## src/lkvc_pkg.sv

```systemverilog
package lkvc_pkg;

    // Cache geometry
    localparam int ENTRIES = 16;
    localparam int IDX_W   = (ENTRIES > 1) ? $clog2(ENTRIES) : 1;
    localparam int OCC_W   = $clog2(ENTRIES + 1);

    // Field widths
    localparam int KEY_W   = 32;
    localparam int VAL_W   = 32;
    localparam int CFG_W   = 5;

    // Stream widths: input tdata = {write_value, lookup_key}
    localparam int IN_TDATA_W   = KEY_W + VAL_W;
    localparam int OUT_FIELDS_W = 1 + VAL_W + 1 + KEY_W;
    localparam int OUT_TDATA_W  = ((OUT_FIELDS_W + 7) / 8) * 8;
    localparam int OUT_PAD_W    = OUT_TDATA_W - OUT_FIELDS_W;

    // Capacity after reset
    localparam logic [CFG_W-1:0] CAP_RESET = CFG_W'(16);

    // Operation codes
    localparam logic OP_GET = 1'b0;
    localparam logic OP_SET = 1'b1;

    typedef logic [IDX_W-1:0] idx_t;
    typedef logic [OCC_W-1:0] occ_t;
    typedef logic [KEY_W-1:0] key_t;
    typedef logic [VAL_W-1:0] val_t;

    typedef enum logic [1:0] {
        ST_IDLE,
        ST_COMPARE,
        ST_UPDATE
    } lkvc_state_t;

    // Commands from controller to datapath
    typedef struct packed {
        logic load;
        logic compare;
        logic update;
    } lkvc_cmd_t;

endpackage

```

## src/lkvc_ctrl.sv

```systemverilog
module lkvc_ctrl (
    input  logic                clk,
    input  logic                rst_n,
    input  logic                s_tvalid,
    output logic                s_tready,
    output logic                m_tvalid,
    input  logic                m_tready,
    output lkvc_pkg::lkvc_cmd_t cmd
);

    lkvc_pkg::lkvc_state_t state_reg;
    lkvc_pkg::lkvc_state_t state_next;
    logic                  out_valid_reg;
    logic                  out_valid_next;
    logic                  update_fire;

    // Update may proceed once the output register is free or being drained
    assign update_fire = (state_reg == lkvc_pkg::ST_UPDATE) && (!out_valid_reg || m_tready);

    // Next state
    always_comb
    begin
        state_next = state_reg;
        unique case (state_reg)
            lkvc_pkg::ST_IDLE:
            begin
                if (s_tvalid)
                begin
                    state_next = lkvc_pkg::ST_COMPARE;
                end
            end
            lkvc_pkg::ST_COMPARE:
            begin
                state_next = lkvc_pkg::ST_UPDATE;
            end
            lkvc_pkg::ST_UPDATE:
            begin
                if (update_fire)
                begin
                    state_next = lkvc_pkg::ST_IDLE;
                end
            end
            default:
            begin
                state_next = lkvc_pkg::ST_IDLE;
            end
        endcase
    end

    // Outputs and commands
    always_comb
    begin
        s_tready    = 1'b0;
        cmd.load    = 1'b0;
        cmd.compare = 1'b0;
        cmd.update  = 1'b0;
        unique case (state_reg)
            lkvc_pkg::ST_IDLE:
            begin
                s_tready = 1'b1;
                cmd.load = s_tvalid;
            end
            lkvc_pkg::ST_COMPARE:
            begin
                cmd.compare = 1'b1;
            end
            lkvc_pkg::ST_UPDATE:
            begin
                cmd.update = update_fire;
            end
            default:
            begin
                s_tready = 1'b0;
            end
        endcase
    end

    // Hold the result until taken, refill on update
    always_comb
    begin
        out_valid_next = out_valid_reg;
        if (update_fire)
        begin
            out_valid_next = 1'b1;
        end
        else if (m_tready)
        begin
            out_valid_next = 1'b0;
        end
    end

    assign m_tvalid = out_valid_reg;

    always_ff @(posedge clk or negedge rst_n)
    begin
        if (!rst_n)
        begin
            state_reg     <= lkvc_pkg::ST_IDLE;
            out_valid_reg <= 1'b0;
        end
        else
        begin
            state_reg     <= state_next;
            out_valid_reg <= out_valid_next;
        end
    end

endmodule

```

## src/lkvc_datapath.sv

```systemverilog
module lkvc_datapath (
    input  logic                                 clk,
    input  logic                                 rst_n,
    input  lkvc_pkg::lkvc_cmd_t                  cmd,
    input  logic [lkvc_pkg::IN_TDATA_W-1:0]      s_tdata,
    input  logic [0:0]                           s_tuser,
    output logic [lkvc_pkg::OUT_TDATA_W-1:0]     m_tdata,
    input  logic                                 cfg_wr_en,
    input  logic [lkvc_pkg::CFG_W-1:0]           cfg_wr_data
);

    // Accepted item
    logic              op_reg;
    lkvc_pkg::key_t    key_reg;
    lkvc_pkg::val_t    wval_reg;

    // Entry storage
    lkvc_pkg::key_t    keys_reg  [lkvc_pkg::ENTRIES];
    lkvc_pkg::val_t    vals_reg  [lkvc_pkg::ENTRIES];
    lkvc_pkg::idx_t    rank_reg  [lkvc_pkg::ENTRIES];
    logic [lkvc_pkg::ENTRIES-1:0] valid_reg;
    lkvc_pkg::occ_t    occ_reg;
    logic [lkvc_pkg::CFG_W-1:0]   cap_reg;

    // Compare results
    logic              hit_reg;
    logic              full_reg;
    lkvc_pkg::idx_t    hit_idx_reg;
    lkvc_pkg::idx_t    lru_idx_reg;
    lkvc_pkg::idx_t    free_idx_reg;
    lkvc_pkg::idx_t    hit_rank_reg;

    // Output register
    logic              found_reg;
    lkvc_pkg::val_t    rdval_reg;
    logic              ev_reg;
    lkvc_pkg::key_t    evkey_reg;

    // Combinational
    logic [lkvc_pkg::ENTRIES-1:0] match;
    logic              hit;
    lkvc_pkg::idx_t    hit_idx;
    lkvc_pkg::idx_t    lru_idx;
    lkvc_pkg::idx_t    free_idx;
    lkvc_pkg::idx_t    lru_rank;
    lkvc_pkg::occ_t    eff_cap;
    lkvc_pkg::idx_t    slot;
    logic              install;
    logic              promote;
    logic [lkvc_pkg::ENTRIES-1:0] age;

    // Effective capacity: zero acts as one, saturate at the entry count
    always_comb
    begin
        if (cap_reg == '0)
        begin
            eff_cap = lkvc_pkg::OCC_W'(1);
        end
        else if (int'(cap_reg) > lkvc_pkg::ENTRIES)
        begin
            eff_cap = lkvc_pkg::OCC_W'(lkvc_pkg::ENTRIES);
        end
        else
        begin
            eff_cap = lkvc_pkg::OCC_W'(cap_reg);
        end
    end

    // Least recent entry holds rank occupancy-1
    assign lru_rank = lkvc_pkg::IDX_W'(occ_reg - lkvc_pkg::OCC_W'(1));

    // Parallel key match and lowest-index selection
    always_comb
    begin
        hit      = 1'b0;
        hit_idx  = '0;
        lru_idx  = '0;
        free_idx = '0;
        for (int i = lkvc_pkg::ENTRIES - 1; i >= 0; i--)
        begin
            match[i] = valid_reg[i] && (keys_reg[i] == key_reg);
            if (match[i])
            begin
                hit     = 1'b1;
                hit_idx = lkvc_pkg::IDX_W'(i);
            end
            if (valid_reg[i] && (rank_reg[i] == lru_rank))
            begin
                lru_idx = lkvc_pkg::IDX_W'(i);
            end
            if (!valid_reg[i])
            begin
                free_idx = lkvc_pkg::IDX_W'(i);
            end
        end
    end

    // Pick the slot to touch and which entries age
    assign promote = hit_reg;
    assign install = (op_reg == lkvc_pkg::OP_SET) && !hit_reg;

    always_comb
    begin
        if (hit_reg)
        begin
            slot = hit_idx_reg;
        end
        else if (full_reg)
        begin
            slot = lru_idx_reg;
        end
        else
        begin
            slot = free_idx_reg;
        end
        for (int i = 0; i < lkvc_pkg::ENTRIES; i++)
        begin
            age[i] = valid_reg[i] && (lkvc_pkg::IDX_W'(i) != slot)
                     && (install || (promote && (rank_reg[i] < hit_rank_reg)));
        end
    end

    // Capture the item
    always_ff @(posedge clk)
    begin
        if (cmd.load)
        begin
            op_reg   <= s_tuser[0];
            key_reg  <= s_tdata[lkvc_pkg::KEY_W-1:0];
            wval_reg <= s_tdata[lkvc_pkg::IN_TDATA_W-1:lkvc_pkg::KEY_W];
        end
    end

    // Register the lookup
    always_ff @(posedge clk)
    begin
        if (cmd.compare)
        begin
            hit_reg      <= hit;
            full_reg     <= (occ_reg >= eff_cap);
            hit_idx_reg  <= hit_idx;
            lru_idx_reg  <= lru_idx;
            free_idx_reg <= free_idx;
            hit_rank_reg <= rank_reg[hit_idx];
        end
    end

    // Write keys and values, load the result
    always_ff @(posedge clk)
    begin
        if (cmd.update)
        begin
            if (op_reg == lkvc_pkg::OP_SET)
            begin
                vals_reg[slot] <= wval_reg;
            end
            if (install)
            begin
                keys_reg[slot] <= key_reg;
            end
            found_reg <= hit_reg;
            if (op_reg == lkvc_pkg::OP_SET)
            begin
                rdval_reg <= '0;
            end
            else if (hit_reg)
            begin
                rdval_reg <= vals_reg[hit_idx_reg];
            end
            else
            begin
                rdval_reg <= '1;
            end
            ev_reg    <= install && full_reg;
            evkey_reg <= (install && full_reg) ? keys_reg[lru_idx_reg] : '0;
        end
    end

    // Valid bits, ranks, occupancy and capacity
    always_ff @(posedge clk or negedge rst_n)
    begin
        if (!rst_n)
        begin
            valid_reg <= '0;
            occ_reg   <= '0;
            cap_reg   <= lkvc_pkg::CAP_RESET;
            for (int i = 0; i < lkvc_pkg::ENTRIES; i++)
            begin
                rank_reg[i] <= '0;
            end
        end
        else
        begin
            if (cfg_wr_en)
            begin
                cap_reg <= cfg_wr_data;
            end
            if (cmd.update)
            begin
                for (int i = 0; i < lkvc_pkg::ENTRIES; i++)
                begin
                    if (age[i])
                    begin
                        rank_reg[i] <= rank_reg[i] + lkvc_pkg::IDX_W'(1);
                    end
                end
                if (install || promote)
                begin
                    rank_reg[slot] <= '0;
                end
                if (install)
                begin
                    valid_reg[slot] <= 1'b1;
                    if (!full_reg)
                    begin
                        occ_reg <= occ_reg + lkvc_pkg::OCC_W'(1);
                    end
                end
            end
        end
    end

    // Result fields from bit 0 up: found, read_value, evicted, evicted_key
    assign m_tdata = {{lkvc_pkg::OUT_PAD_W{1'b0}}, evkey_reg, ev_reg, rdval_reg, found_reg};

`ifndef SYNTH
    a_occ_bound: assert property (@(posedge clk) disable iff (!rst_n)
        int'(occ_reg) <= lkvc_pkg::ENTRIES)
        else $error("occupancy beyond entry count");

    a_occ_valid: assert property (@(posedge clk) disable iff (!rst_n)
        $countones(valid_reg) == int'(occ_reg))
        else $error("occupancy does not match valid entries");

    a_key_unique: assert property (@(posedge clk) disable iff (!rst_n)
        $onehot0(match))
        else $error("key present in more than one entry");

    a_install_grows: assert property (@(posedge clk) disable iff (!rst_n)
        (cmd.update && install && !full_reg) |=> (occ_reg == $past(occ_reg) + lkvc_pkg::OCC_W'(1)))
        else $error("fill of a free entry did not raise occupancy");
`endif

endmodule

```

## src/lru_key_value_cache_unit.sv

```systemverilog
// Each accepted item runs compare, then update; the result is registered at the update, raising m_tvalid.
// One item at a time, set by the compare-then-update sequence on the entry registers; the next item
// is taken while the previous result waits, and an update stalls while an untaken result is held.
// Reset (rst_n, asynchronous, active low): all entries invalid, ranks and occupancy zero,
// capacity 16, no result pending.
module lru_key_value_cache_unit (
    input  logic                             clk,
    input  logic                             rst_n,
    input  logic                             s_tvalid,
    output logic                             s_tready,
    input  logic [lkvc_pkg::IN_TDATA_W-1:0]  s_tdata,  // lookup_key, write_value
    input  logic [0:0]                       s_tuser,  // operation
    output logic                             m_tvalid,
    input  logic                             m_tready,
    output logic [lkvc_pkg::OUT_TDATA_W-1:0] m_tdata,  // found, read_value, evicted,
                                                       // evicted_key, zero padding
    input  logic                             cfg_wr_en,
    input  logic [lkvc_pkg::CFG_W-1:0]       cfg_wr_data
);

    lkvc_pkg::lkvc_cmd_t cmd;

    // Sequence each item
    lkvc_ctrl u_ctrl (
        .clk      (clk),
        .rst_n    (rst_n),
        .s_tvalid (s_tvalid),
        .s_tready (s_tready),
        .m_tvalid (m_tvalid),
        .m_tready (m_tready),
        .cmd      (cmd)
    );

    // Entries, ranks and result register
    lkvc_datapath u_datapath (
        .clk         (clk),
        .rst_n       (rst_n),
        .cmd         (cmd),
        .s_tdata     (s_tdata),
        .s_tuser     (s_tuser),
        .m_tdata     (m_tdata),
        .cfg_wr_en   (cfg_wr_en),
        .cfg_wr_data (cfg_wr_data)
    );

endmodule

```

## config.mk

```make
export PLATFORM = sky130hd
export DESIGN_NAME = lru_key_value_cache_unit
export DESIGN_NICKNAME = d
export VERILOG_FILES = /design/src/lkvc_pkg.sv /design/src/lkvc_ctrl.sv /design/src/lkvc_datapath.sv /design/src/lru_key_value_cache_unit.sv
export SDC_FILE = /design/constraint.sdc
export NUM_CORES = 2
export LEC_CHECK = 0
export BUFFER_PORTS_ARGS = -buffer_cell sky130_fd_sc_hd__buf_2
export CORE_UTILIZATION = 50
export CTS_CLUSTER_DIAMETER = 60
export CTS_CLUSTER_SIZE = 10
export DETAILED_ROUTE_END_ITERATION = 10
export GPL_TIMING_DRIVEN = 0
export PLACE_DENSITY = 0.66
export SLEW_MARGIN = 30
export SYNTH_ARGS = -nofsm -noshare
export SYNTH_HDL_FRONTEND = slang
export SYNTH_SLANG_ARGS = --single-unit
```

## constraint.sdc

```tcl
create_clock -name clk -period 15.5 [get_ports clk]
set_clock_uncertainty 0.1 [all_clocks]
set_input_delay 0.775 -clock clk [delete_from_list [all_inputs] [get_ports clk]]
set_output_delay 0.775 -clock clk [all_outputs]
set_load 0.05 [all_outputs]
```

==> impl_metrics.prom <==
# TYPE chip_impl_metric gauge
chip_impl_metric{name="report.final.slew_viol_count",unit=""} 0
chip_impl_metric{name="ys_ff_latch",unit=""} 1270
chip_impl_metric{name="layout_setup_ws",unit="ns"} 9.771
chip_impl_metric{name="synthCells",unit=""} 3675
chip_impl_metric{name="cp_data_arrival_time",unit="ns"} 6.17
chip_impl_metric{name="cts.repair_timing.setup_buffer_count",unit=""} 0
chip_impl_metric{name="synthesis.area_per_instance",unit="µm²"} 16.07
chip_impl_metric{name="ys.warnings.count",unit=""} 0
chip_impl_metric{name="transition_time_at_the_pin_with_the_least_slew_margin",unit="ns"} 1.180
chip_impl_info{name="most_common_cell_on_crit_path",value="sky130_fd_sc_hd__buf_4"} 1
chip_impl_metric{name="final.hold.worst_slack",unit="ns"} 0.03769
chip_impl_metric{name="count_of_different_cell_masters_after_synthesis",unit=""} 71
chip_impl_metric{name="finalHoldViolCount",unit=""} 0
chip_impl_metric{name="postCtsResizedCells",unit=""} 0
chip_impl_metric{name="grt_use_total",unit="%"} 33.29
chip_impl_info{name="timing.critical_path.to_type",value="register"} 1
chip_impl_metric{name="async_reset_ff_share",unit="%"} 7.323
chip_impl_metric{name="num-fill-cells",unit=""} 8738
chip_impl_metric{name="critPathMaxFanout",unit=""} 17
chip_impl_metric{name="synth_area",unit="mm²"} 0.05906
chip_impl_metric{name="setup_tns",unit="ns"} 0
chip_impl_metric{name="grt_first_pass_wirelength",unit="mm"} 275.0
chip_impl_metric{name="cpPeakStageDelay",unit="ns"} 1.04
chip_impl_metric{name="power_per_cell_area",unit="mW/mm²"} 150.9
chip_impl_metric{name="gp_routability_congestion",unit=""} 1.082
chip_impl_metric{name="worst-endpoint-required",unit="ns"} 15.94
chip_impl_metric{name="synth_adder_area_share",unit="%"} 1.504
chip_impl_info{name="post-synth-top-count-cell",value="sky130_fd_sc_hd__edfxtp_1"} 1
chip_impl_info{name="crit_type",value="reg2reg"} 1
chip_impl_metric{name="die_w",unit="µm"} 345.7
chip_impl_metric{name="p_leak",unit="nW"} 23.38
chip_impl_metric{name="post_synth_and_or_nand_nor_area_fraction",unit="%"} 8.366
chip_impl_metric{name="fraction_of_synthesized_cell_area_in_xor_and_xnor_cells",unit="%"} 9.010
chip_impl_metric{name="port_buffers",unit=""} 142
chip_impl_metric{name="globalRoute.totalOverflow",unit=""} 0
chip_impl_metric{name="fin_nets",unit=""} 4222
chip_impl_metric{name="maxCapViolations",unit=""} 0
chip_impl_metric{name="largest_net_degree_at_the_start_of_global_routing",unit=""} 60
chip_impl_info{name="result_of_the_run",value="finished clean"} 1
chip_impl_metric{name="antenna_found_initial",unit=""} 14
chip_impl_metric{name="yosysSeqAreaShare",unit="%"} 63.72
chip_impl_metric{name="final_util",unit="%"} 58.90
chip_impl_metric{name="fin_crit_sh",unit="%"} 36.96
chip_impl_metric{name="peakVddDrop",unit="mV"} 0.1059
chip_impl_metric{name="achievable-frequency",unit="MHz"} 174.6
chip_impl_info{name="path_cells",value="buf_4 > buf_4 > o2111ai_1 > a2111oi_0 > nand3_1 > o211ai_2 > a311oi_2 > nor4_4 > o21a_1 > and2_1 > and4b_1 > nor3_1"} 1
chip_impl_metric{name="core_area",unit="mm²"} 0.1167
chip_impl_info{name="clk_root_buffer_cell",value="sky130_fd_sc_hd__clkbuf_16"} 1
chip_impl_metric{name="cts_max_path_buffers",unit=""} 3
chip_impl_metric{name="htree_num_levels",unit=""} 4
chip_impl_metric{name="route.antenna.remaining_nets",unit=""} 0
chip_impl_info{name="cpLargestDelayFamily",value="compound AO/OA/AOI/OAI gates"} 1
chip_impl_metric{name="synth_enable_flop_cells",unit=""} 1173
chip_impl_metric{name="detailedRoute.firstIterationViolations",unit=""} 5331
chip_impl_metric{name="floorplan.initialDensity",unit="%"} 50.62
chip_impl_info{name="worst_setup_path_start_kind",value="register"} 1
chip_impl_metric{name="hpwlAfterDp",unit="mm"} 149.5
chip_impl_metric{name="fin_total_pwr",unit="mW"} 10.37
chip_impl_metric{name="max-slew-margin-rel",unit="%"} 19.27
chip_impl_info{name="cts_tree",value="yes"} 1
chip_impl_metric{name="clk_latency",unit="ns"} 0.81
chip_impl_metric{name="wl",unit="mm"} 198.3
chip_impl_metric{name="critPathBufInv",unit=""} 2
chip_impl_metric{name="synth_compound_gate_area_share",unit="%"} 2.193
chip_impl_metric{name="routed-via-count",unit=""} 37094
chip_impl_metric{name="grt_pass1_vias",unit=""} 35375
chip_impl_metric{name="clk_pin_slew",unit="ns"} 0.05
chip_impl_metric{name="synth_top_area_share",unit="%"} 59.64
chip_impl_metric{name="setup_viol",unit=""} 0
chip_impl_metric{name="pin_count",unit=""} 149
chip_impl_metric{name="pre_cts_slack",unit="ns"} 10.19
chip_impl_info{name="rsz_0062_raised_after_global_routing",value="no"} 1
chip_impl_metric{name="timing.final.crit_period",unit="ns"} 5.729
chip_impl_metric{name="design.die.area",unit="mm²"} 0.1195
chip_impl_metric{name="number_of_clock_sinks",unit=""} 1270
chip_impl_metric{name="drc",unit=""} 0
chip_impl_metric{name="die_height",unit="µm"} 345.7
chip_impl_info{name="largest_family_of_logic_cells_by_synthesized_area",value="multiplexers"} 1
chip_impl_metric{name="routedWlPerCell",unit="µm"} 34.93
chip_impl_metric{name="tritoncts.num_buffers",unit=""} 154
chip_impl_info{name="min-delay-path-class",value="in2reg"} 1
chip_impl_metric{name="syn_to_final_growth",unit="%"} 16.36
chip_impl_info{name="crit_path_top_delay_cell",value="sky130_fd_sc_hd__edfxtp_1"} 1
chip_impl_info{name="synth_area_leader_cell",value="sky130_fd_sc_hd__edfxtp_1"} 1
chip_impl_metric{name="layout_cell_share_with_drive_strength_beyond_1",unit="%"} 21.99
chip_impl_info{name="yosys-top-cells-count",value="sky130_fd_sc_hd__edfxtp_1, sky130_fd_sc_hd__xor2_1, sky130_fd_sc_hd__mux4_2"} 1
chip_impl_info{name="cell_types_occupying_the_most_area_after_synthesis",value="sky130_fd_sc_hd__edfxtp_1, sky130_fd_sc_hd__mux4_2, sky130_fd_sc_hd__xor2_1"} 1
chip_impl_metric{name="floorplan.rows",unit=""} 125
chip_impl_metric{name="detail_route.vias_per_cell",unit=""} 6.533
chip_impl_metric{name="drt_first_pass_iters",unit=""} 9
chip_impl_metric{name="yosys-mux-area-fraction",unit="%"} 13.07
chip_impl_info{name="primary_flip_flop_cell_chosen_by_synthesis_mapping",value="sky130_fd_sc_hd__edfxtp_1"} 1
==> per-stage QoR <==
| stage | std cells | area [µm²] |
|---|---|---|
| 2_1_floorplan | 3680 | 59080 |
| 4_1_cts | 5676 | 68710 |
| 3_3_place_gp | 5346 | 61700 |
| 6_report | 5678 | 68720 |
| 5_1_grt | 5676 | 68720 |
| 3_5_place_dp | 5414 | 63780 |
==> repair_timing <==
item / CTS / global route
hold buffers: 30 / 0
endpoints found under the hold margin: 63 / 0
setup endpoints to repair: 0 / 0
==> final timing paths <==
path,from,to,slack [ns],depth (start not counted)
max,u_datapath.key_reg[27],u_datapath.hit_rank_reg[2],9.77,12
min,s_tuser,u_datapath.op_reg,0.04,1
max reg2reg,u_datapath.key_reg[27],u_datapath.hit_rank_reg[2],9.77,12
min reg2reg,u_datapath.occ_reg[4],u_datapath.occ_reg[4],0.40,1
max in group asynchronous,rst_n,u_datapath.cap_reg[4],14.24,3
min in group asynchronous,rst_n,u_datapath.rank_reg[50],0.35,2
==> final cells by class <==
class                      instances  area [µm²]  share of cell area (%)
clock inverter                    31       523.0                  0.7611
buffer                           178        1166                   1.697
antenna                            2       5.005                0.007283
clock buffer                     201        4104                   5.972
timing repair buffer             240        2794                   4.066
tap                             1524        1907                   2.775
multi-input combinational       2194       20450                   29.75
sequential                      1270       37630                   54.76
inverter                          38       142.6                  0.2076
==> per-layer routing <==
metal	vias to the layer above	track usage [%]	part of all wire, %
met2	2449	48.26	43
met3	378	9.138	12
met1	19162	47.98	41
met4	4	12.72	4.0
li1	15101	-	-
met5	-	0	0.014
==> report_power, final <==
| part | internal, mW | leakage, nW | switching (mW) |
|---|---|---|---|
| registers | 4.01 | 11.9 | 0.288 |
| clock network | 1.92 | 2.21 | 1.44 |
| logic | 1.03 | 9.30 | 1.69 |
| total | 6.96 | 23.4 | 3.42 |
==> cells in the final DEF, fill, tap and decap left out, drive strengths merged, types with 11 or more instances in the layout <==
cell	Yosys	final
a21o	35	35
a21oi	29	29
a31oi	12	12
buf	111	316
clkbuf	67	273
clkinv	0	20
dfrtp	92	92
dlygate4sd3	0	30
edfxtp	1173	1173
ha	71	71
inv	38	43
mux2	15	15
mux2i	34	34
mux4	320	320
nand2	203	203
nand2b	39	39
nand3	62	62
nand4	96	96
nand4b	15	15
nor2	195	195
nor2b	37	37
nor3	61	61
nor4	173	173
o21a	11	11
o21ai	56	56
or2	17	17
or4	15	15
xnor2	162	162
xor2	443	443
==> worst register-to-register path: stages, from the launching register on <==
cell and delay (ns):
sky130_fd_sc_hd__edfxtp_1 1.04, sky130_fd_sc_hd__buf_4 0.43, sky130_fd_sc_hd__buf_4 0.34, sky130_fd_sc_hd__o2111ai_1 0.18, sky130_fd_sc_hd__a2111oi_0 1.01, sky130_fd_sc_hd__nand3_1 0.31
sky130_fd_sc_hd__o211ai_2 0.32, sky130_fd_sc_hd__a311oi_2 0.17, sky130_fd_sc_hd__nor4_4 0.71, sky130_fd_sc_hd__o21a_1 0.33, sky130_fd_sc_hd__and2_1 0.27, sky130_fd_sc_hd__and4b_1 0.24
sky130_fd_sc_hd__nor3_1 0.05
==> cells by family (layout without fill, tap and decap cells) <==
logic type	count (synthesis)	in the layout
muxes	369	369
adders and majority gates	71	71
xor gates and xnor gates	606	606
DFF	1270	1270
buffers and inverters	216	688
other	1	8
and+or+nand+nor	951	951
AOI/OAI and AO/OA	191	191
Power figures use the tool's default switching activity.
